==> src/design/mts_pkg.sv <==
`timescale 1ns / 1ps
// ----------------------------------------------------------------------------
// mts_pkg
// Shared types and constants for the maximum-tracking stack: data width,
// cell operation codes, request codes and result status codes.
// ----------------------------------------------------------------------------
package mts_pkg;

   localparam int VALUE_WIDTH = 32;

   typedef logic signed [VALUE_WIDTH-1:0] value_type;

   // Operation applied to the cells of a chain.
   typedef logic [2:0] cell_op_type;
   localparam cell_op_type CELL_HOLD = 3'd0;
   localparam cell_op_type CELL_PUSH = 3'd1;  // take the entry from the upper neighbour
   localparam cell_op_type CELL_POP  = 3'd2;  // take the entry from the lower neighbour
   localparam cell_op_type CELL_INC  = 3'd3;  // top pair only: bump the repeat count
   localparam cell_op_type CELL_DEC  = 3'd4;  // top pair only: lower the repeat count

   typedef logic req_kind_type;
   localparam req_kind_type REQ_PUSH = 1'b0;
   localparam req_kind_type REQ_POP  = 1'b1;

   typedef logic [1:0] status_type;
   localparam status_type STATUS_OK        = 2'd0;
   localparam status_type STATUS_POP_EMPTY = 2'd1;
   localparam status_type STATUS_PUSH_FULL = 2'd2;

endpackage

==> src/design/mts_value_cell.sv <==
`timescale 1ns / 1ps
// ----------------------------------------------------------------------------
// mts_value_cell
// One entry of the value stack; shifts down on a push and up on a pop.
// ----------------------------------------------------------------------------
module mts_value_cell (
   input  logic                clock,
   input  mts_pkg::cell_op_type op,
   input  mts_pkg::value_type  upper_value,
   input  mts_pkg::value_type  lower_value,
   output mts_pkg::value_type  value
);
   import mts_pkg::*;

   value_type value_ff;
   value_type value_in;

   always_comb begin
      case (op)
         CELL_PUSH: value_in = upper_value;
         CELL_POP:  value_in = lower_value;
         default:   value_in = value_ff;
      endcase
   end

   always_ff @(posedge clock) begin
      value_ff <= value_in;
   end

   assign value = value_ff;

endmodule

==> src/design/mts_max_cell.sv <==
`timescale 1ns / 1ps
// ----------------------------------------------------------------------------
// mts_max_cell
// One (maximum, repeat) pair of the maximum stack.
// ----------------------------------------------------------------------------
module mts_max_cell #(
   parameter int RPT_WIDTH = 5
) (
   input  logic                 clock,
   input  mts_pkg::cell_op_type op,
   input  mts_pkg::value_type   upper_max,
   input  logic [RPT_WIDTH-1:0] upper_rpt,
   input  mts_pkg::value_type   lower_max,
   input  logic [RPT_WIDTH-1:0] lower_rpt,
   output mts_pkg::value_type   max_value,
   output logic [RPT_WIDTH-1:0] rpt
);
   import mts_pkg::*;

   value_type            max_ff;
   value_type            max_in;
   logic [RPT_WIDTH-1:0] rpt_ff;
   logic [RPT_WIDTH-1:0] rpt_in;

   always_comb begin
      max_in = max_ff;
      rpt_in = rpt_ff;
      case (op)
         CELL_PUSH: begin
            max_in = upper_max;
            rpt_in = upper_rpt;
         end
         CELL_POP: begin
            max_in = lower_max;
            rpt_in = lower_rpt;
         end
         CELL_INC: rpt_in = rpt_ff + RPT_WIDTH'(1);
         CELL_DEC: rpt_in = rpt_ff - RPT_WIDTH'(1);
         default: begin
            max_in = max_ff;
            rpt_in = rpt_ff;
         end
      endcase
   end

   always_ff @(posedge clock) begin
      max_ff <= max_in;
      rpt_ff <= rpt_in;
   end

   assign max_value = max_ff;
   assign rpt       = rpt_ff;

endmodule

==> src/design/max_tracking_stack_core.sv <==
`timescale 1ns / 1ps
// A result beat is registered and appears in the cycle after its request beat is taken.
// Throughput: one request per cycle; both stacks are rows of cells that all
// shift together, so the depth of the stack costs no time.
// busy is high only while reset is asserted. Reset empties both stacks.
// The receiver cannot stall: each result beat stands for one cycle only.
// ----------------------------------------------------------------------------
// max_tracking_stack_core
// LIFO stack of signed values that also reports its current maximum, built
// as two chains of cells: one for the values and one for (maximum, repeat)
// pairs.
// ----------------------------------------------------------------------------
module max_tracking_stack_core #(
   parameter int STACK_DEPTH = 16
) (
   input  logic                clock,
   input  logic                reset,
   input  logic                start,
   output logic                busy,
   input  mts_pkg::req_kind_type req_type,
   input  mts_pkg::value_type  req_push_value,
   output logic                rsp_valid,
   output mts_pkg::value_type  rsp_popped_value,
   output mts_pkg::value_type  rsp_peak_value,
   output logic                rsp_is_empty,
   output mts_pkg::status_type rsp_status
);
   import mts_pkg::*;

   // Counts must reach STACK_DEPTH itself, and so must a repeat count.
   localparam int CNT_WIDTH = $clog2(STACK_DEPTH + 1);

   logic accept;

   // Occupancy of the two chains. Cell 0 is the top of each stack; cells at
   // or beyond the count hold stale data that is never looked at.
   logic [CNT_WIDTH-1:0] value_count_ff;
   logic [CNT_WIDTH-1:0] value_count_in;
   logic [CNT_WIDTH-1:0] max_count_ff;
   logic [CNT_WIDTH-1:0] max_count_in;

   value_type            cell_value [STACK_DEPTH];
   value_type            cell_max   [STACK_DEPTH];
   logic [CNT_WIDTH-1:0] cell_rpt   [STACK_DEPTH];

   cell_op_type value_op;
   cell_op_type max_top_op;   // the top pair may also count up or down
   cell_op_type max_chain_op; // every other pair only shifts or holds

   // Result register: payload needs no reset, the strobe does.
   logic       rsp_valid_ff;
   value_type  rsp_popped_ff;
   value_type  rsp_popped_in;
   value_type  rsp_max_ff;
   value_type  rsp_max_in;
   logic       rsp_empty_ff;
   logic       rsp_empty_in;
   status_type rsp_status_ff;
   status_type rsp_status_in;

   logic full;
   logic empty;
   logic have_max;

   assign busy   = reset;
   assign accept = start && !busy;

   assign full     = (value_count_ff == CNT_WIDTH'(STACK_DEPTH));
   assign empty    = (value_count_ff == '0);
   assign have_max = (max_count_ff != '0);

   // Decide what the two chains do this cycle.
   always_comb begin
      value_op       = CELL_HOLD;
      max_top_op     = CELL_HOLD;
      value_count_in = value_count_ff;
      max_count_in   = max_count_ff;
      rsp_popped_in  = '0;
      rsp_status_in  = STATUS_OK;

      if (accept) begin
         if (req_type == REQ_PUSH) begin
            if (full) begin
               rsp_status_in = STATUS_PUSH_FULL;
            end else begin
               value_op       = CELL_PUSH;
               value_count_in = value_count_ff + CNT_WIDTH'(1);
               if (!have_max || (req_push_value > cell_max[0])) begin
                  // A new, strictly larger maximum opens a fresh pair.
                  max_top_op   = CELL_PUSH;
                  max_count_in = max_count_ff + CNT_WIDTH'(1);
               end else if (req_push_value == cell_max[0]) begin
                  max_top_op = CELL_INC;
               end
            end
         end else begin
            if (empty) begin
               rsp_status_in = STATUS_POP_EMPTY;
            end else begin
               value_op       = CELL_POP;
               value_count_in = value_count_ff - CNT_WIDTH'(1);
               rsp_popped_in  = cell_value[0];
               if (have_max && (cell_value[0] == cell_max[0])) begin
                  // The last copy of the maximum leaves: drop its pair; else lower its count.
                  if (cell_rpt[0] == CNT_WIDTH'(1)) begin
                     max_top_op   = CELL_POP;
                     max_count_in = max_count_ff - CNT_WIDTH'(1);
                  end else begin
                     max_top_op = CELL_DEC;
                  end
               end
            end
         end
      end
   end

   always_comb begin
      case (max_top_op)
         CELL_PUSH: max_chain_op = CELL_PUSH;
         CELL_POP:  max_chain_op = CELL_POP;
         default:   max_chain_op = CELL_HOLD;
      endcase
   end

   // The maximum after this step is the top pair as it will be next cycle, or zero once empty.
   always_comb begin
      case (max_top_op)
         CELL_PUSH: rsp_max_in = req_push_value;
         CELL_POP:  rsp_max_in = cell_max[1];
         default:   rsp_max_in = cell_max[0];
      endcase
      rsp_empty_in = (value_count_in == '0);
      if (rsp_empty_in) begin
         rsp_max_in = '0;
      end
   end

   // The two chains of cells. The top cell takes the incoming entry on a
   // push; the bottom cell takes zero on a pop.
   for (genvar i = 0; i < STACK_DEPTH; i++) begin : g_cells
      value_type            up_value;
      value_type            low_value;
      value_type            up_max;
      value_type            low_max;
      logic [CNT_WIDTH-1:0] up_rpt;
      logic [CNT_WIDTH-1:0] low_rpt;

      if (i == 0) begin : g_top
         assign up_value = req_push_value;
         assign up_max   = req_push_value;
         assign up_rpt   = CNT_WIDTH'(1);
      end else begin : g_mid_up
         assign up_value = cell_value[i-1];
         assign up_max   = cell_max[i-1];
         assign up_rpt   = cell_rpt[i-1];
      end

      if (i == STACK_DEPTH - 1) begin : g_bottom
         assign low_value = '0;
         assign low_max   = '0;
         assign low_rpt   = '0;
      end else begin : g_mid_low
         assign low_value = cell_value[i+1];
         assign low_max   = cell_max[i+1];
         assign low_rpt   = cell_rpt[i+1];
      end

      mts_value_cell u_value_cell (
         .clock       (clock),
         .op          (value_op),
         .upper_value (up_value),
         .lower_value (low_value),
         .value       (cell_value[i])
      );

      mts_max_cell #(
         .RPT_WIDTH (CNT_WIDTH)
      ) u_max_cell (
         .clock     (clock),
         .op        ((i == 0) ? max_top_op : max_chain_op),
         .upper_max (up_max),
         .upper_rpt (up_rpt),
         .lower_max (low_max),
         .lower_rpt (low_rpt),
         .max_value (cell_max[i]),
         .rpt       (cell_rpt[i])
      );
   end

   always_ff @(posedge clock) begin
      if (reset) begin
         value_count_ff <= '0;
         max_count_ff   <= '0;
         rsp_valid_ff   <= 1'b0;
      end else begin
         value_count_ff <= value_count_in;
         max_count_ff   <= max_count_in;
         rsp_valid_ff   <= accept;
      end
   end

   always_ff @(posedge clock) begin
      rsp_popped_ff <= rsp_popped_in;
      rsp_max_ff    <= rsp_max_in;
      rsp_empty_ff  <= rsp_empty_in;
      rsp_status_ff <= rsp_status_in;
   end

   assign rsp_valid        = rsp_valid_ff;
   assign rsp_popped_value = rsp_popped_ff;
   assign rsp_peak_value   = rsp_max_ff;
   assign rsp_is_empty     = rsp_empty_ff;
   assign rsp_status       = rsp_status_ff;

`ifndef SYNTHESIS
   // There are never more pairs than stored values.
   a_pairs_bounded: assert property (@(posedge clock) disable iff (reset)
      max_count_ff <= value_count_ff)
      else $error("pair stack deeper than value stack");

   // The pair stack is empty exactly when the value stack is empty.
   a_pairs_track_values: assert property (@(posedge clock) disable iff (reset)
      (max_count_ff == '0) == (value_count_ff == '0))
      else $error("pair stack and value stack disagree on emptiness");

   // Every accepted request gives one result beat in the next cycle.
   a_one_result: assert property (@(posedge clock) disable iff (reset)
      accept |=> rsp_valid)
      else $error("missing result beat");

   // A refused pop leaves the stack reported empty.
   a_pop_empty_flag: assert property (@(posedge clock) disable iff (reset)
      (rsp_valid && rsp_status == STATUS_POP_EMPTY) |-> rsp_is_empty)
      else $error("pop on empty stack reported non-empty");
`endif

endmodule
==> config.mk <==
export PLATFORM = sky130hd
export DESIGN_NAME = max_tracking_stack_core
export DESIGN_NICKNAME = d
export VERILOG_FILES = /design/src/design/mts_pkg.sv /design/src/design/mts_value_cell.sv /design/src/design/mts_max_cell.sv /design/src/design/max_tracking_stack_core.sv
export SDC_FILE = /design/constraint.sdc
export NUM_CORES = 2
export LEC_CHECK = 0
export BUFFER_PORTS_ARGS = -buffer_cell sky130_fd_sc_hd__clkbuf_2
export CAP_MARGIN = 20
export CORE_AREA = 4 4 282 423
export CTS_BUF_LIST = sky130_fd_sc_hd__clkbuf_4 sky130_fd_sc_hd__clkbuf_8 sky130_fd_sc_hd__clkbuf_16
export DETAILED_ROUTE_END_ITERATION = 8
export DIE_AREA = 0 0 286 427
export GPL_ROUTABILITY_DRIVEN = 0
export PLACE_DENSITY = 0.6
export SKIP_LAST_GASP = 1
export SLEW_MARGIN = 15
export SYNTH_ARGS = -nofsm -noshare
export SYNTH_HDL_FRONTEND = slang
export SYNTH_SLANG_ARGS = --single-unit
==> constraint.sdc <==
create_clock -name clock -period 36.8 [get_ports clock]
set_input_delay 5.52 -clock clock [delete_from_list [all_inputs] [get_ports clock]]
set_output_delay 5.52 -clock clock [all_outputs]
set_load 0.05 [all_outputs]
==> impl_metrics.tcl <==
set metrics [dict create \
    final_util_pct 50.0 \
    synth_edf_count 1072 \
    cts_tree "done" \
    fin_worst_skew_ns 0.0371 \
    drive_above_1_share_pct 36.7 \
    insertion_delay_ns 0.73 \
    peakVddDrop_uv 38.0 \
    fin_crit_ns 11.63 \
    gr-usage-met3_pct 2.71 \
    setup_viol 0 \
    p_total_uw 2960 \
    status "finished clean" \
    crit_fanout 15 \
    cts.htree.levels 3 \
    rsz0062_at_grt "false" \
    cp_cell_sequence "clkbuf_2 > clkbuf_2" \
    slew_headroom_pct 9.67 \
    grt_util_all_layers_pct 16.1 \
    grtUsageMet2_pct 27.7 \
    port_buffers 104 \
    area_growth_pct 11.7 \
    ios 105 \
    initial_core_util_pct 44.7 \
    finalHoldViolCount 0 \
    post_drt_wl_per_cell_microns 20.4 \
    report.final.slew_viol_count 0 \
    syn-num-nets 3345 \
    routed_wl_microns 101000 \
    yosysSeqAreaShare_pct 66.5 \
    grt_first_pass_wirelength_microns 158000 \
    ys_ff_latch 1182 \
    dpl_worst_slack_ns 24.82 \
    syn_avg_cell_area_sq_um 15.9 \
    postCtsSetupBuffers 0 \
    clk_pin_slew_ns 0.06 \
    worstPathArrival_ns 6.11 \
    synth.distinct_cells 53 \
    cpMostUsedCell "clkbuf_2" \
    required_ns 31.28 \
    path_class "in2out" \
    vias 27068 \
    max_stage_delay_ns 0.34 \
    core_sq_um 116000 \
    num_rows 153 \
    die_y_microns 427 \
    drc 0 \
    p_leak_uw 0.0191 \
    endpoint_kind "primary output" \
    gr-total-overflow 0 \
    drt_iter0_drc 2085 \
    die_area_sq_um 122000 \
    die_x_microns 286 \
    worst_slew_pin_slew_ns 1.36 \
    slowest_stage "clkbuf_2" \
    grt_pass1_vias 28071 \
    post-route-period-util_pct 31.6 \
    grt-busiest-layer "met2" \
    synth_area_sq_um 51700 \
    final_nets 3401 \
    ys_warn_count 0 \
    final_common_cell "edfxtp_1" \
    setup_slack_ns 25.17 \
    cts_resized 0 \
    holdCritPathClass "reg2reg" \
    postRouteAntennaNets 0 \
    hpwl_microns 63200 \
    use_met1_pct 20.5 \
    dpl-instance-area_sq_um 53800 \
    viasPerCell 5.46 \
    crit_family "buffers and inverters" \
    antenna_found_initial 2 \
    synth-async-reset-ratio_pct 0 \
    clock-root-buffer "clkbuf_16" \
    p_per_area_nw_per_um2 51.2 \
    layout_common_cells "edfxtp_1, mux2_2, clkbuf_16, nor2b_1, dfxtp_1" \
    crit_buf_inv 2 \
    numCtsBuffers 111 \
    ys.flop_type "edfxtp_1" \
    maxCapViolCount 0 \
    first_pass_iters 6 \
    cts.sinks 1182 \
    worstSetupStartpointType "primary input" \
    grt_max_degree 239 \
    fin_setup_tns_ns 0 \
    clk_path_buf_depth 3 \
    fmax_ghz 0.0860 \
    synth_cells 3247 \
    finalInstanceArea_sq_um 57800 \
    postCtsHoldBufs 0 \
]
==> flip-flops by register name (all words and copies together), names as in the netlist, 2 cells and up <==
| signal | flops |
|---|---|
| rsp_popped_value | 32 |
| g_cells.u_max_cell.max_value | 512 |
| rsp_status | 2 |
| rsp_peak_value | 32 |
| g_cells.u_value_cell.value | 512 |
| g_cells.u_max_cell.rpt | 80 |
| max_count_ff | 5 |
| value_count_ff | 5 |
==> per-stage QoR <==
stage / hold WS, ns / std cells
after floorplan: 0.462 / 3247
after global placement: 0.478 / 4737
after detailed placement: 0.494 / 4737
after CTS: 0.509 / 4948
after global routing: 0.533 / 4951
final: 0.506 / 4953
==> cells in the mapped netlist, drive strengths merged (3+ instances only) <==
| cell type | instances | area [sq um] |
|---|---|---|
| ha | 61 | 763 |
| nor2b | 113 | 707 |
| clkbuf | 160 | 601 |
| and2 | 35 | 219 |
| dfxtp | 110 | 2200 |
| a311oi | 43 | 377 |
| a22o | 32 | 280 |
| inv | 46 | 173 |
| a21oi | 108 | 541 |
| nor4 | 4 | 25.0 |
| nor3 | 14 | 91.3 |
| nor3b | 3 | 22.5 |
| and3 | 3 | 18.8 |
| nand2 | 109 | 409 |
| a32oi | 32 | 280 |
| nand3 | 40 | 200 |
| edfxtp | 1072 | 32200 |
| o22ai | 4 | 25.0 |
| a221o | 11 | 110 |
| xnor2 | 65 | 569 |
| nand2b | 9 | 56.3 |
| o21ai | 84 | 420 |
| buf | 30 | 140 |
| a21o | 36 | 270 |
| nand4 | 21 | 131 |
| a22oi | 20 | 150 |
| nor2 | 28 | 105 |
| mux2i | 9 | 90.1 |
| mux2 | 897 | 10100 |
| xor2 | 24 | 210 |
==> metal layers <==
metal  part of all wire (%)  up-vias
li1                       -    12656
met1                     43    13684
met2                     50      557
met3                    4.0      171
met4                    3.4        0
met5                      0        -
==> power by group <==
group	internal (uW)	switching [uW]	total, uW	leakage (uW)
Sequential	1530	34.1	1570	0.0107
Clock	709	514	1220	0.00195
Combinational	66.5	100	167	0.00641
==> kinds of logic (layout without fill, tap and decap cells) <==
group / after synthesis / count (layout) / share of synthesized area (%)
AND/OR/NAND/NOR: 388 / 388 / 4.00
XOR/XNOR: 89 / 89 / 1.51
buffers and inverters: 238 / 392 / 1.78
other: 0 / 2 / 0
adder cells (fa/ha/maj): 62 / 62 / 1.52
multiplexers: 906 / 906 / 19.7
flip-flops: 1182 / 1182 / 66.5
AO/OA/AOI/OAI: 382 / 382 / 4.94
==> area by class of cell <==
cell class,instances,area (sq um)
fillers,9639,57900
well taps,1550,1940
multi-input cells,1827,16500
clock inverters,81,945
diodes,2,5.00
inverters,48,188
flip-flops and latches,1182,34400
repair buffers,133,836
clock buffers,130,2970
==> final timing paths <==
path,from,end,slack [ns],cells after the start
worst max-delay path,reset,busy,25.17,2
worst min-delay path,g_cells[0].u_max_cell.max_value[16]$_DFF_P_,g_cells[0].u_max_cell.max_value[16]$_DFF_P_,0.51,2
worst max register to register,value_count_ff[0]$_SDFF_PP0_,g_cells[9].u_value_cell.value[14]$_DFFE_PP_,29.96,10
worst min register to register,g_cells[0].u_max_cell.max_value[16]$_DFF_P_,g_cells[0].u_max_cell.max_value[16]$_DFF_P_,0.51,2
No activity file was read; power rests on OpenSTA's default activity.
